File: src/rtl/core/uktpc_pkg.sv
`timescale 1ns / 1ps
// Shared types, constants and datapath functions for the UID keyed TEA page cipher.
// No dependencies; every other file in rtl/core but uktpc_channels imports this package.
package uktpc_pkg;

   localparam int TEA_ROUNDS_DEFAULT = 32;
   localparam int KEY_STAGES         = 5;

   localparam logic [31:0] TEA_DELTA = 32'h9E3779B9;

   // Constant pad words 2..5 (little-endian bytes of the fixed table), plain and with
   // the top byte forced to 0xaa, which is the last word of each key scramble.
   localparam logic [31:0] PAD_WORD [4] = '{
      32'he7e6d7d5, 32'hd8a83cba, 32'hcf684775, 32'haafee923
   };
   localparam logic [31:0] PAD_WORD_FORCED [4] = '{
      32'haae6d7d5, 32'haaa83cba, 32'haa684775, 32'haafee923
   };
   localparam logic [7:0] UID_PAD_BYTE = 8'hb7;

   typedef enum logic {
      OP_ENCRYPT = 1'b0,
      OP_DECRYPT = 1'b1
   } uktpc_op_type;

   typedef struct packed {
      uktpc_op_type     opcode;
      logic [31:0]      v0;
      logic [31:0]      v1;
      logic [31:0]      acc;
      logic [3:0][31:0] key;
   } uktpc_key_stage_type;

   typedef struct packed {
      uktpc_op_type     opcode;
      logic [31:0]      v0;
      logic [31:0]      v1;
      logic [3:0][31:0] key;
   } uktpc_tea_type;

   typedef struct packed {
      logic [31:0] result_a;
      logic [31:0] result_b;
      logic [31:0] char_id;
      logic        id_match;
   } uktpc_rsp_type;

   function automatic logic [31:0] bswap32(input logic [31:0] x);
      return {x[7:0], x[15:8], x[23:16], x[31:24]};
   endfunction

   // acc' = w + rotr(acc,25) + rotr(acc,10) - acc
   function automatic logic [31:0] key_step(input logic [31:0] acc, input logic [31:0] w);
      logic [31:0] r25;
      logic [31:0] r10;
      r25 = {acc[24:0], acc[31:25]};
      r10 = {acc[9:0], acc[31:10]};
      return w + r25 + r10 - acc;
   endfunction

   function automatic logic [31:0] tea_mix(input logic [31:0] v, input logic [31:0] sum,
                                           input logic [31:0] ka, input logic [31:0] kb);
      return ((v << 4) + ka) ^ (v + sum) ^ ((v >> 5) + kb);
   endfunction

   // One half of a TEA round; encrypt and decrypt run the halves in opposite word order.
   function automatic uktpc_tea_type tea_half(input uktpc_tea_type d, input logic second,
                                              input logic [31:0] sum_enc,
                                              input logic [31:0] sum_dec);
      uktpc_tea_type r;
      r = d;
      if (!second) begin
         if (d.opcode == OP_ENCRYPT) begin
            r.v0 = d.v0 + tea_mix(d.v1, sum_enc, d.key[0], d.key[1]);
         end else begin
            r.v1 = d.v1 - tea_mix(d.v0, sum_dec, d.key[2], d.key[3]);
         end
      end else begin
         if (d.opcode == OP_ENCRYPT) begin
            r.v1 = d.v1 + tea_mix(d.v0, sum_enc, d.key[2], d.key[3]);
         end else begin
            r.v0 = d.v0 - tea_mix(d.v1, sum_dec, d.key[0], d.key[1]);
         end
      end
      return r;
   endfunction

   function automatic uktpc_rsp_type finish(input uktpc_tea_type d);
      uktpc_rsp_type r;
      if (d.opcode == OP_ENCRYPT) begin
         r.result_a = bswap32(d.v0);
         r.result_b = bswap32(d.v1);
         r.char_id  = '0;
         r.id_match = 1'b0;
      end else begin
         r.result_a = d.v0;
         r.result_b = d.v1;
         r.id_match = (d.v0 == d.v1);
         r.char_id  = r.id_match ? d.v0 : '0;
      end
      return r;
   endfunction

endpackage

File: src/rtl/core/uktpc_skid.sv
`timescale 1ns / 1ps
// Two-entry output buffer: the pipeline keeps moving while one result waits.
// Depends on uktpc_pkg.
module uktpc_skid import uktpc_pkg::*; (
   input  logic          clock,
   input  logic          reset,
   input  logic          push,
   input  uktpc_rsp_type push_data,
   input  logic          out_ready,
   output logic          out_valid,
   output uktpc_rsp_type out_data,
   output logic          room
);

   logic          main_valid_ff;
   logic          spare_valid_ff;
   uktpc_rsp_type main_ff;
   uktpc_rsp_type spare_ff;
   logic          pop;

   assign pop = main_valid_ff && out_ready;

   // push only arrives while the spare slot is free
   always_ff @(posedge clock) begin
      if (reset) begin
         main_valid_ff  <= 1'b0;
         spare_valid_ff <= 1'b0;
      end else if (spare_valid_ff) begin
         if (pop) begin
            spare_valid_ff <= 1'b0;
         end
      end else if (push) begin
         if (!main_valid_ff || pop) begin
            main_valid_ff <= 1'b1;
         end else begin
            spare_valid_ff <= 1'b1;
         end
      end else if (pop) begin
         main_valid_ff <= 1'b0;
      end
   end

   always_ff @(posedge clock) begin
      if (spare_valid_ff) begin
         if (pop) begin
            main_ff <= spare_ff;
         end
      end else if (push) begin
         if (!main_valid_ff || pop) begin
            main_ff <= push_data;
         end else begin
            spare_ff <= push_data;
         end
      end
   end

   assign out_valid = main_valid_ff;
   assign out_data  = main_ff;
   assign room      = !spare_valid_ff;

endmodule

File: config.mk
export PLATFORM = sky130hd
export DESIGN_NAME = uktpc_skid
export DESIGN_NICKNAME = d
export VERILOG_FILES = /design/src/rtl/core/uktpc_pkg.sv /design/src/rtl/core/uktpc_skid.sv
export SDC_FILE = /design/constraint.sdc
export NUM_CORES = 1
export LEC_CHECK = 0
export ABC_AREA = 1
export ABC_CLOCK_PERIOD_IN_PS = 10800
export BUFFER_PORTS_ARGS = -buffer_cell sky130_fd_sc_hd__buf_2
export CAP_MARGIN = 20
export CORE_MARGIN = 5
export CORE_UTILIZATION = 50
export CTS_CLUSTER_DIAMETER = 60
export DETAILED_ROUTE_END_ITERATION = 8
export PLACE_DENSITY = 0.81
export SKIP_LAST_GASP = 1
export SLEW_MARGIN = 20
export SYNTH_ARGS = -nofsm -noshare
export SYNTH_HDL_FRONTEND = slang
export SYNTH_SLANG_ARGS = --single-unit
File: constraint.sdc
create_clock -name clock -period 10.8 [get_ports clock]
set_input_delay 0.54 -clock clock [delete_from_list [all_inputs] [get_ports clock]]
set_output_delay 0.54 -clock clock [all_outputs]
set_load 0.01 [all_outputs]
Word-level counts from Yosys, hierarchy flattened --
Cells that the tools add are included.
Cells by class: bitwise operators 2, multiplexer cells 11, divide/modulo/power cells 0, add/subtract/negate cells 0, reductions and logical operators 10, multiply operators 0, $lt $le $gt $ge 0, equality and inequality tests 2, shift operators 0
Operators by type and width (number):
- 97-bit two-way mux | 4
- 3-bit AND reduction | 3
- 1-bit two-way mux | 7
- 2-bit nonzero test | 3
- 2-bit by 1-bit inequality test with 1-bit output (second input constant) | 2
- 1-bit logical NOT | 2
- 1-bit NOT | 2
- 1-bit logical AND | 1
- 1-bit logical OR | 1
Storage, ports and cells: register bits 196, bits in latches 0, bits in writable memories 0, memories kept 0, ROM bits 0

Longest topological paths before layout --
depth in word-level cells 5, gate-level depth with buffers 5

Least setup slack after synthesis --
OpenSTA, ideal clock, no wires.
kind input-to-reg, from input out_ready, to register spare_ff[0] (netlist bit), enable pin, data required time 10.128 ns, cell stages on the path 3, data arrival time 7.194 ns, library setup time 0.672 ns, slack 2.934 ns, path through inv_1 > nand2_1 > nor3_1
On the way: word-level cells in the longest chain between the ends 4
Ends and longest elaborated chain:
- from (decl) | line uktpc_skid.sv:9 | input logic out_ready,
- 1-bit logical AND | line uktpc_skid.sv:21 | assign pop = main_valid_ff && out_ready;
- 1-bit logical OR | line uktpc_skid.sv:49 | if (!main_valid_ff || pop) begin
- 1-bit NOT (no line)
- 3-bit AND reduction (no line)
- to (signal assigned) | line uktpc_skid.sv:52 | spare_ff <= push_data;
- to (decl) | line uktpc_skid.sv:18 | uktpc_rsp_type spare_ff;
No other way between the ends. A chain may end at the register's enable or synchronous reset.

Worst setup path after layout --
from register spare_valid_ff, to output room
On the way: word-level cells in the longest chain between the ends 1
Ends and longest elaborated chain:
- from (decl) | line uktpc_skid.sv:16 | logic spare_valid_ff;
- from (signal assigned) | line uktpc_skid.sv:27 | spare_valid_ff <= 1'b0;
- from (signal assigned) | line uktpc_skid.sv:30 | spare_valid_ff <= 1'b0;
- from (signal assigned) | line uktpc_skid.sv:36 | spare_valid_ff <= 1'b1;
- 1-bit logical NOT | line uktpc_skid.sv:59 | assign room = !spare_valid_ff;
- to (decl) | line uktpc_skid.sv:12 | output logic room
No other way between the ends.

==> reports/results.ini <==
[detailed_routing]
first_pass_iters = 5
drt-initial-drc-count = 355
routed_via_density = 4.837
avgRoutedWirePerCell_um = 15.57
drc = 0
via_count = 4460
ant_nets = 0
routed_wirelength_um = 14360

[floorplanning]
die_w_um = 129.6
core_area_mm2 = 0.01393
die_height_um = 129.6
rows = 43
dieArea_mm2 = 0.01680
ios = 200
start_util = 0.5134

[global_routing]
grt_pass1_wl_um = 21760
grt_pass1_vias = 4389
grt_max_degree = 102
gr-total-overflow = 0
grt_util_all_layers = 0.1713
antenna_found_initial = 1

[sta]
skew_ps = 6.424
clock.fmax_ghz = 0.2742
slew_headroom = 0.3236
timing.setup.tns_ps = 0
max_slew.worst_pin.slew_ps = 1015
fin_crit_sh = 0.3377
setup_violations = 0
rsz0062_at_grt = no
drv_slew = 0
hold_ws_ps = 302.7
finalHoldViolCount = 0
period_minus_slack_ps = 3647

[yosys]
ys_warn_count = 0
seq_area_frac_synth = 0.8199
avgSynthCellArea_um2 = 13.55
synthFlopType = edfxtp_1
synth.area.top_cells = edfxtp_1 (81%), nand2_1 (16%), buf_2 (1.2%), dfxtp_1 (0.56%), buf_4 (0.31%)
synth.distinct_cells = 11
synth_seq_cells = 196
syn_area_mm2 = 0.007154
synthCells = 528
async_reset_ff_frac = 0
synth_top_area_frac = 0.8143
synth_fp_nets = 629
synth_edf_count = 194
synth_top_area_cell = edfxtp_1
yosys-top-cells-count = nand2_1 (298), edfxtp_1 (194), buf_2 (17)
yosysMostFrequentCell = nand2_1

[finish]
antenna_cells = 0
area_growth_pct = 24.57
nets = 830
fillers = 1011
drive_above_1_share = 0.3208
fin_util = 0.6396

[placement]
hpwl_um = 9619
io_buffers = 199
place.gp.congestion = 0.7861

[worst_hold_path]
hold_depth = 1
min_delay_worst_endpoint = spare_ff[96]
min-delay-start = push_data[96]
worst_hold_path_type = in2reg

[clock_tree]
cts_setup_buffers = 0
cts-root-buf = clkbuf_16
cts.path.max_buffers = 2
cts_tree = done
cts_resized = 0
holdBufCountCts = 0
numCtsBuffers = 17
htree_levels = 4
clk_latency_ps = 420
clk_pin_slew_ps = 70
cts_sinks = 196

[power_and_ir_drop]
ir_worst_vdd_uv = 104.9
p_leak_uw = 0.003824
internal-power_uw = 1310
switchingPower_uw = 372.9
p_seq_frac = 0.542
p_clk_frac = 0.378
power.share.combinational = 0.080
powerDensity_mw_per_mm2 = 188.8
p_sw_frac = 0.2216

[setup_path]
cp-end-kind = primary output
crit_required_ps = 10260
reg2reg_from = spare_valid_ff
regToRegSetupSlack_ps = 7290
crit_buf_inv = 3
path_cells = clkinv_2 -> buf_4 -> buf_2
rr_worst_depth = 5
critical-path-top-delay-family = buffers and inverters
cp-start-kind = flop
cp.arrival_ps = 3110
max_stage_delay_ps = 990
cpMaxStageDelayCell = dfxtp_4
cp_max_fo = 101
rr_endpoint = out_data[83]
critPathKind = reg2out

[job]
cap_violations = 0

[outcome]
status = completed

==> power groups by stage <==
stage               Sequential [uW]  Clock, uW  Combinational, uW
finish                          912        636                135
global route                    916        677                149
CTS                             913        646                137
detailed placement              928          0                136
global placement                928          0                131
floorplan                       947          0               49.4
==> cell usage in the layout, fill, tap and decap left out <==
cell        instances
nor2_4              1
edfxtp_1          194
buf_6               1
buf_4               3
nor3_2              1
inv_8               1
clkinv_2            4
inv_6               3
inv_1               5
clkinv_1            1
clkinv_4            2
dfxtp_4             1
nor2_1              4
nand2_1           298
bufinv_16           3
dfxtp_1             1
clkinvlp_4          2
buf_2             199
clkbuf_16          17
o21ai_1             1
==> through the flow <==
| stage | instances | area (um^2) | total power (uW) | setup WS, ps |
|---|---|---|---|---|
| floorplan | 528 | 7154 | 996.8 | 2934 |
| global placement | 890 | 8304 | 1059 | 7206 |
| detailed placement | 890 | 8304 | 1065 | 7050 |
| CTS | 922 | 8909 | 1696 | 7036 |
| global route | 922 | 8912 | 1742 | 6880 |
| finish | 922 | 8912 | 1683 | 7153 |
==> cells by family after synthesis <==
| group | count (synthesis) | share of synthesized area |
|---|---|---|
| simple gates | 304 | 0.1597 |
| flops | 196 | 0.8199 |
| buf+inv | 27 | 0.01976 |
| compound gates | 1 | 0.0006989 |
==> state kept, by name, summed over array words and instances (netlist names) <==
name and flops:
spare_valid_ff 1, out_valid 1, spare_ff 97, out_data 97
==> how the worst max path moves through the flow <==
stage                              start           end  slack, ps  cells after the start
after detailed placement  spare_valid_ff  out_data[90]       7050                      5
after floorplan                out_ready   spare_ff[0]       2930                      3
after global routing      spare_valid_ff          room       6880                      3
final                     spare_valid_ff          room       7150                      3
after CTS                 spare_valid_ff  out_data[78]       7040                      5
after global placement    spare_valid_ff  out_data[55]       7210                      5
==> worst register-to-register path, delay by kind of cell, from the launching register on <==
family | cells | cell delay [ps]
buffers and inverters | 3 | 1630
flip-flops | 1 | 990
AND/OR/NAND/NOR | 2 | 460
==> layout make-up <==
class                           count  area (um^2)  area share
Sequential cell                   196         5869      0.6586
Clock buffer                       17        425.4     0.04773
Tap cell                          180        225.2     0.02527
Timing Repair Buffer              203         1030      0.1155
Clock inverter                     15        178.9     0.02008
Inverter                            6        23.77    0.002667
Multi-Input combinational cell    305         1160      0.1301
==> per-layer routing <==
metal	global-route usage	up-vias	wire length (um)
met5	0	-	13
met3	0.04905	29	1233
met2	0.2733	188	7097
li1	-	2173	-
met1	0.2201	2068	5687
met4	0.07641	2	324
No activity file was read; power rests on OpenSTA's default activity.
