**src/rtl/core/uktpc_pkg.sv**
```systemverilog
`timescale 1ns / 1ps
// Shared types, constants and datapath functions for the UID keyed TEA page cipher.
// No dependencies; every other file in rtl/core but uktpc_channels imports this package.
package uktpc_pkg;

   localparam int TEA_ROUNDS_DEFAULT = 32;
   localparam int KEY_STAGES         = 5;

   localparam logic [31:0] TEA_DELTA = 32'h9E3779B9;

   // Constant pad words 2..5 (little-endian bytes of the fixed table), plain and with
   // the top byte forced to 0xaa, which is the last word of each key scramble.
   localparam logic [31:0] PAD_WORD [4] = '{
      32'he7e6d7d5, 32'hd8a83cba, 32'hcf684775, 32'haafee923
   };
   localparam logic [31:0] PAD_WORD_FORCED [4] = '{
      32'haae6d7d5, 32'haaa83cba, 32'haa684775, 32'haafee923
   };
   localparam logic [7:0] UID_PAD_BYTE = 8'hb7;

   typedef enum logic {
      OP_ENCRYPT = 1'b0,
      OP_DECRYPT = 1'b1
   } uktpc_op_type;

   typedef struct packed {
      uktpc_op_type     opcode;
      logic [31:0]      v0;
      logic [31:0]      v1;
      logic [31:0]      acc;
      logic [3:0][31:0] key;
   } uktpc_key_stage_type;

   typedef struct packed {
      uktpc_op_type     opcode;
      logic [31:0]      v0;
      logic [31:0]      v1;
      logic [3:0][31:0] key;
   } uktpc_tea_type;

   typedef struct packed {
      logic [31:0] result_a;
      logic [31:0] result_b;
      logic [31:0] char_id;
      logic        id_match;
   } uktpc_rsp_type;

   function automatic logic [31:0] bswap32(input logic [31:0] x);
      return {x[7:0], x[15:8], x[23:16], x[31:24]};
   endfunction

   // acc' = w + rotr(acc,25) + rotr(acc,10) - acc
   function automatic logic [31:0] key_step(input logic [31:0] acc, input logic [31:0] w);
      logic [31:0] r25;
      logic [31:0] r10;
      r25 = {acc[24:0], acc[31:25]};
      r10 = {acc[9:0], acc[31:10]};
      return w + r25 + r10 - acc;
   endfunction

   function automatic logic [31:0] tea_mix(input logic [31:0] v, input logic [31:0] sum,
                                           input logic [31:0] ka, input logic [31:0] kb);
      return ((v << 4) + ka) ^ (v + sum) ^ ((v >> 5) + kb);
   endfunction

   // One half of a TEA round; encrypt and decrypt run the halves in opposite word order.
   function automatic uktpc_tea_type tea_half(input uktpc_tea_type d, input logic second,
                                              input logic [31:0] sum_enc,
                                              input logic [31:0] sum_dec);
      uktpc_tea_type r;
      r = d;
      if (!second) begin
         if (d.opcode == OP_ENCRYPT) begin
            r.v0 = d.v0 + tea_mix(d.v1, sum_enc, d.key[0], d.key[1]);
         end else begin
            r.v1 = d.v1 - tea_mix(d.v0, sum_dec, d.key[2], d.key[3]);
         end
      end else begin
         if (d.opcode == OP_ENCRYPT) begin
            r.v1 = d.v1 + tea_mix(d.v0, sum_enc, d.key[2], d.key[3]);
         end else begin
            r.v0 = d.v0 - tea_mix(d.v1, sum_dec, d.key[0], d.key[1]);
         end
      end
      return r;
   endfunction

   function automatic uktpc_rsp_type finish(input uktpc_tea_type d);
      uktpc_rsp_type r;
      if (d.opcode == OP_ENCRYPT) begin
         r.result_a = bswap32(d.v0);
         r.result_b = bswap32(d.v1);
         r.char_id  = '0;
         r.id_match = 1'b0;
      end else begin
         r.result_a = d.v0;
         r.result_b = d.v1;
         r.id_match = (d.v0 == d.v1);
         r.char_id  = r.id_match ? d.v0 : '0;
      end
      return r;
   endfunction

endpackage

```
**src/rtl/core/uktpc_key_sched.sv**
```systemverilog
`timescale 1ns / 1ps
// Five-stage key derivation: one rotate-add scramble step per stage, also loads the
// initial TEA words. Depends on uktpc_pkg.
module uktpc_key_sched import uktpc_pkg::*; (
   input  logic          clock,
   input  logic          reset,
   input  logic          en,
   input  logic          in_valid,
   input  logic          opcode,
   input  logic [55:0]   uid,
   input  logic [31:0]   word_a,
   input  logic [31:0]   word_b,
   output logic          out_valid,
   output uktpc_tea_type out_data
);

   logic [KEY_STAGES-1:0] valid_ff;
   logic [KEY_STAGES-1:0] valid_in;
   uktpc_key_stage_type   stage_ff [KEY_STAGES];
   uktpc_key_stage_type   stage_in [KEY_STAGES];

   // First stage: acc after words 0 and 1 (acc after word 0 is word 0 itself).
   always_comb begin
      stage_in[0].opcode = uktpc_op_type'(opcode);
      stage_in[0].acc    = key_step(uid[31:0], {UID_PAD_BYTE, uid[55:32]});
      stage_in[0].key    = '0;
      if (opcode == OP_ENCRYPT) begin
         stage_in[0].v0 = word_a;
         stage_in[0].v1 = word_a;
      end else begin
         stage_in[0].v0 = bswap32(word_a);
         stage_in[0].v1 = bswap32(word_b);
      end
   end

   assign valid_in = {valid_ff[KEY_STAGES-2:0], in_valid};

   // Stage j takes word j+1; the forced variant closes key word j-1, the plain one
   // carries the shared prefix on.
   for (genvar j = 1; j < KEY_STAGES; j++) begin : g_step
      always_comb begin
         stage_in[j]          = stage_ff[j-1];
         stage_in[j].acc      = key_step(stage_ff[j-1].acc, PAD_WORD[j-1]);
         stage_in[j].key[j-1] = key_step(stage_ff[j-1].acc, PAD_WORD_FORCED[j-1]);
      end
   end

   always_ff @(posedge clock) begin
      if (reset) begin
         valid_ff <= '0;
      end else if (en) begin
         valid_ff <= valid_in;
      end
   end

   always_ff @(posedge clock) begin
      if (en) begin
         for (int i = 0; i < KEY_STAGES; i++) begin
            stage_ff[i] <= stage_in[i];
         end
      end
   end

   assign out_valid       = valid_ff[KEY_STAGES-1];
   assign out_data.opcode = stage_ff[KEY_STAGES-1].opcode;
   assign out_data.v0     = stage_ff[KEY_STAGES-1].v0;
   assign out_data.v1     = stage_ff[KEY_STAGES-1].v1;
   assign out_data.key    = stage_ff[KEY_STAGES-1].key;

endmodule

```
**config.mk**
```make
export PLATFORM = sky130hd
export DESIGN_NAME = uktpc_key_sched
export DESIGN_NICKNAME = d
export VERILOG_FILES = /design/src/rtl/core/uktpc_pkg.sv /design/src/rtl/core/uktpc_key_sched.sv
export SDC_FILE = /design/constraint.sdc
export NUM_CORES = 1
export LEC_CHECK = 0
export BUFFER_PORTS_ARGS = -buffer_cell sky130_fd_sc_hd__buf_2
export CAP_MARGIN = 20
export CORE_MARGIN = 1.5
export CORE_UTILIZATION = 54
export DETAILED_ROUTE_END_ITERATION = 8
export PLACE_DENSITY = 0.76
export RECOVER_POWER = 100
export SETUP_SLACK_MARGIN = 0.3
export SYNTH_ARGS = -nofsm -noshare
export SYNTH_HDL_FRONTEND = slang
export SYNTH_SLANG_ARGS = --single-unit
```
**constraint.sdc**
```tcl
create_clock -name clock -period 4 [get_ports clock]
set_input_delay 0.4 -clock clock [delete_from_list [all_inputs] [get_ports clock]]
set_output_delay 0.4 -clock clock [all_outputs]
set_load 0.03 [all_outputs]
```
======== Yosys cells after proc, flatten, opt, wreduce, memory -nomap -nowiden ========
Memory sizes are Yosys's and may differ from the RTL's.
Cells that the tools add are included.
storage, ports and cells
  flip-flop bits (word level) ............. 5
  memories kept ........................... 1
  memory bits (writable) .................. 1125
  input port bits ......................... 125
  output and inout port bits .............. 194
cells by class
  mux-type cells .......................... 3
  add/subtract/negate cells ............... 24
memories
  memory    depth  bits a word  rd ports  clocked after memory_dff  write ports  RTL line               source
  stage_ff  5      225          5         0                         5            uktpc_key_sched.sv:19  uktpc_key_stage_type stage_ff [KEY_STAGES];
operators with widths
  cell                      number
  $add A32 B32 Y32          9
  $sub A32 B32 Y32          8
  $add A32 B32 Y32 const A  7
  $mux W64                  1
  $mux W1                   2

======== Depth between registers and ports, before layout ========
An unclocked memory read counts as a cell.
  depth after elaboration ................. 4
  depth in mapped cells ................... 16
  depth with buffers taken out ............ 16

======== Worst setup path after synthesis ========
No wires, ideal clock.
  path kind ............................... reg-to-reg
  start point ............................. mem stage_ff[0][354] (netlist bit)
  end point ............................... mem stage_ff[0][511] (netlist bit) (data pin)
  period minus slack after synthesis ...... 3.812 ns
  setup slack ............................. 0.188 ns
  buffers on the path ..................... 0
  library setup time ...................... 0.258 ns
  arrival ................................. 3.554 ns
  cell stages (with the launch flop) ...... 15
  path through ............................ edfxtp_1 ha_1 fa_1 inv_1 ha_1 fa_1 a211o_1 a21oi_1 o221ai_2 a31oi_4 a311oi_2 nor2_4 o2111ai_1 a21oi_1 xnor2_1
RTL lines
  what                RTL line
  start: declaration  uktpc_key_sched.sv:19

==> flow_summary.json <==
{
  "status": "complete, but fails checks",
  "violations": "capacitance limit, slew limit",
  "dr.pass1.iters": 5,
  "vias_per_cell": 5.336,
  "htreeDepth": 3,
  "async_flop_share": 0,
  "yosysWarnings": 0,
  "cts_tree": "yes",
  "rsz0062_at_grt": "true",
  "clock_latency_ps": 630,
  "cts-root-buf": "clkbuf_16",
  "drc_errors": 0,
  "worstPathRequired_ps": 4370,
  "coreArea_sq_mm": 0.07185,
  "slew_headroom": -0.5296,
  "clockBufferDepth": 3,
  "synthMostInstantiatedCell": "edfxtp_1",
  "ys.flop_type": "edfxtp_1",
  "seq_area_frac_synth": 0.5355,
  "tightest_slew_ps": 2294,
  "startpoint_type": "flip-flop",
  "critPathMaxFanout": 3,
  "grt_start_max_net_pins": 126,
  "worstPathArrival_ps": 4280,
  "initial_utilization": 0.5489,
  "drive_gt1_frac": 0.1830,
  "max_stage_delay_ps": 540,
  "synthCells": 3046,
  "yosysTopAreaCell": "edfxtp_1",
  "fin_nets": 4083,
  "finalHoldViolCount": 0,
  "synth-edff-count": 700,
  "die_y_microns": 273.3,
  "end_kind": "flip-flop",
  "antenna_found_initial": 1,
  "pin_count": 319,
  "grt-ovfl-total": 0,
  "area.growth.synth_to_final_pct": 16.10,
  "die_w_microns": 273.3,
  "cap_violations": 8,
  "die_area_sq_mm": 0.07467,
  "fmax_mhz": 255.5,
  "dpl_cell_area_sq_mm": 0.04171,
  "syn_nets": 3679,
  "place.gp.congestion": 0.9553,
  "clk_pin_slew_ps": 60,
  "detailroute.via_count": 23770,
  "avgSynthCellArea_sq_um": 12.95,
  "whs_ps": 51.25,
  "hold_path_class": "in2reg",
  "post_drt_wl_per_cell_microns": 19.56,
  "synth_top_area_share": 0.5330,
  "design_area_sq_mm": 0.04579,
  "row_count": 98,
  "critPathKind": "reg2reg",
  "syn_area_sq_mm": 0.03944,
  "grt_usage": 0.2255,
  "setup_violations": 0,
  "io_buffers": 318,
  "grt_pass1_vias": 23660,
  "synth-seq-cells": 705,
  "ant_nets": 0,
  "synth.distinct_cells": 82,
  "crit_slowest_cell": "fa_1",
  "timing.final.crit_share": 0.9783,
  "slew_viol_final": 502,
  "synth_area_leaders": "edfxtp_1 (53%), fa_1 (10%), ha_1 (9.9%)",
  "drtIter0Drc": 1681,
  "synth_common_cells": "edfxtp_1 (700), inv_1 (479), ha_1 (311), nand2_1 (207), fa_1 (197)",
  "clkSinkCount": 705,
  "cts_made_buffers": 71,
  "hpwlAfterDp_mm": 62.68,
  "min_period_ps": 3913,
  "fin_worst_skew_ps": 22.90,
  "grt_pass1_wl_mm": 129.4,
  "path_cells": "inv_2 -> fa_2 -> fa_1 -> ha_4 -> a211o_1 -> o211ai_1 -> o311a_4 -> o41ai_4 -> a211oi_2 -> o21bai_2 -> a41o_1 -> a221oi_2 -> xnor2_1 -> buf_4",
  "fillers": 5326,
  "wirelength_mm": 87.14
}
cell type report:
type	instances	area, sq um	share of cell area
tap	950	1189	0.02596
clock buffer	83	1822	0.03979
inverter	479	1798	0.03927
sequential	705	21120	0.4613
multi-input combinational	1632	16220	0.3542
clock inverter	43	559.3	0.01221
antenna	1	2.502	0.00005465
timing repair buffer	561	3079	0.06725
worst paths after layout:
| kind | from | end | cells past startpoint | slack [ps] |
|---|---|---|---|---|
| worst max-delay path | stage_ff[0][141] | stage_ff[0][384] | 14 | 90 |
| worst max register to register | stage_ff[0][141] | stage_ff[0][384] | 14 | 90 |
| worst min register to register | stage_ff[0][470] | stage_ff[0][695] | 0 | 400 |
| worst min-delay path | word_b[25] | stage_ff[0][161] | 3 | 50 |
placed cells by master, fill, tap and decap left out, drive strengths merged, types with 22 or more instances in the layout:
cell type	synthesis	routed
edfxtp	700	700
inv	479	480
clkbuf	34	344
ha	311	311
buf	196	290
nand2	207	207
fa	197	197
a21oi	150	150
xnor2	134	134
a21o	103	103
o21ai	70	70
nor2	69	69
nand2b	54	54
xor2	41	41
nand3	36	36
clkinv	0	33
and3	27	27
a31oi	23	23
o21bai	22	22
flip-flops by register name (all words and copies together), names as in the netlist:
register / flops
valid_ff: 5
stage_ff: 700
logic make-up (layout without fill, tap and decap cells):
kind of cell / count (synthesis) / after routing / synth area share
xor+xnor: 175 / 175 / 0.03886
other cells: 0 / 1 / 0
compound gates: 476 / 476 / 0.08382
flops: 705 / 705 / 0.5355
buf+inv: 709 / 1166 / 0.08597
simple gates: 466 / 466 / 0.05539
mux: 7 / 7 / 0.001777
fa+ha+maj: 508 / 508 / 0.1987
critical path: cells and delay by family (launching register included):
kind	cells	cell delay [ps]
buffers and inverters	2	220
adder cells (fa/ha/maj)	3	1140
XOR/XNOR	1	130
flip-flops	1	430
AO/OA/AOI/OAI	8	1730
timing repair:
action,4_1_cts,5_1_grt
buffers inserted,41,66
hold buffers,10,0
pin swaps,67,110
endpoints found under the hold margin,14,0
endpoints found under the setup margin,55,56
gates resized for setup,115,153
cloned,0,0
stage by stage:
step / std cells / setup TNS (ps) / util / worst slack (ps)
after global placement: 4210 / -213.0 / 0.5805 / -56.00
after global routing: 4453 / 0 / 0.6372 / 13.64
after floorplan: 3046 / 0 / - / 308.8
after CTS: 4387 / 0 / 0.6269 / 212.3
final: 4454 / 0 / 0.6373 / 86.68
after detailed placement: 4210 / -1023 / 0.5805 / -162.5
layer usage:
layer | GRT usage | vias to the layer above | part of all wire | wire, microns
met1 | 0.2807 | 11600 | 0.40 | 34850
met3 | 0.03439 | 215 | 0.054 | 4708
met2 | 0.3859 | 802 | 0.50 | 43700
met4 | 0.1092 | 0 | 0.045 | 3879
met5 | 0 | - | 0 | 0
li1 | - | 11150 | - | -
Power is left out: the tool's default activity adds up to more than one toggle a clock period on the data nets, which glitch-free logic cannot reach.
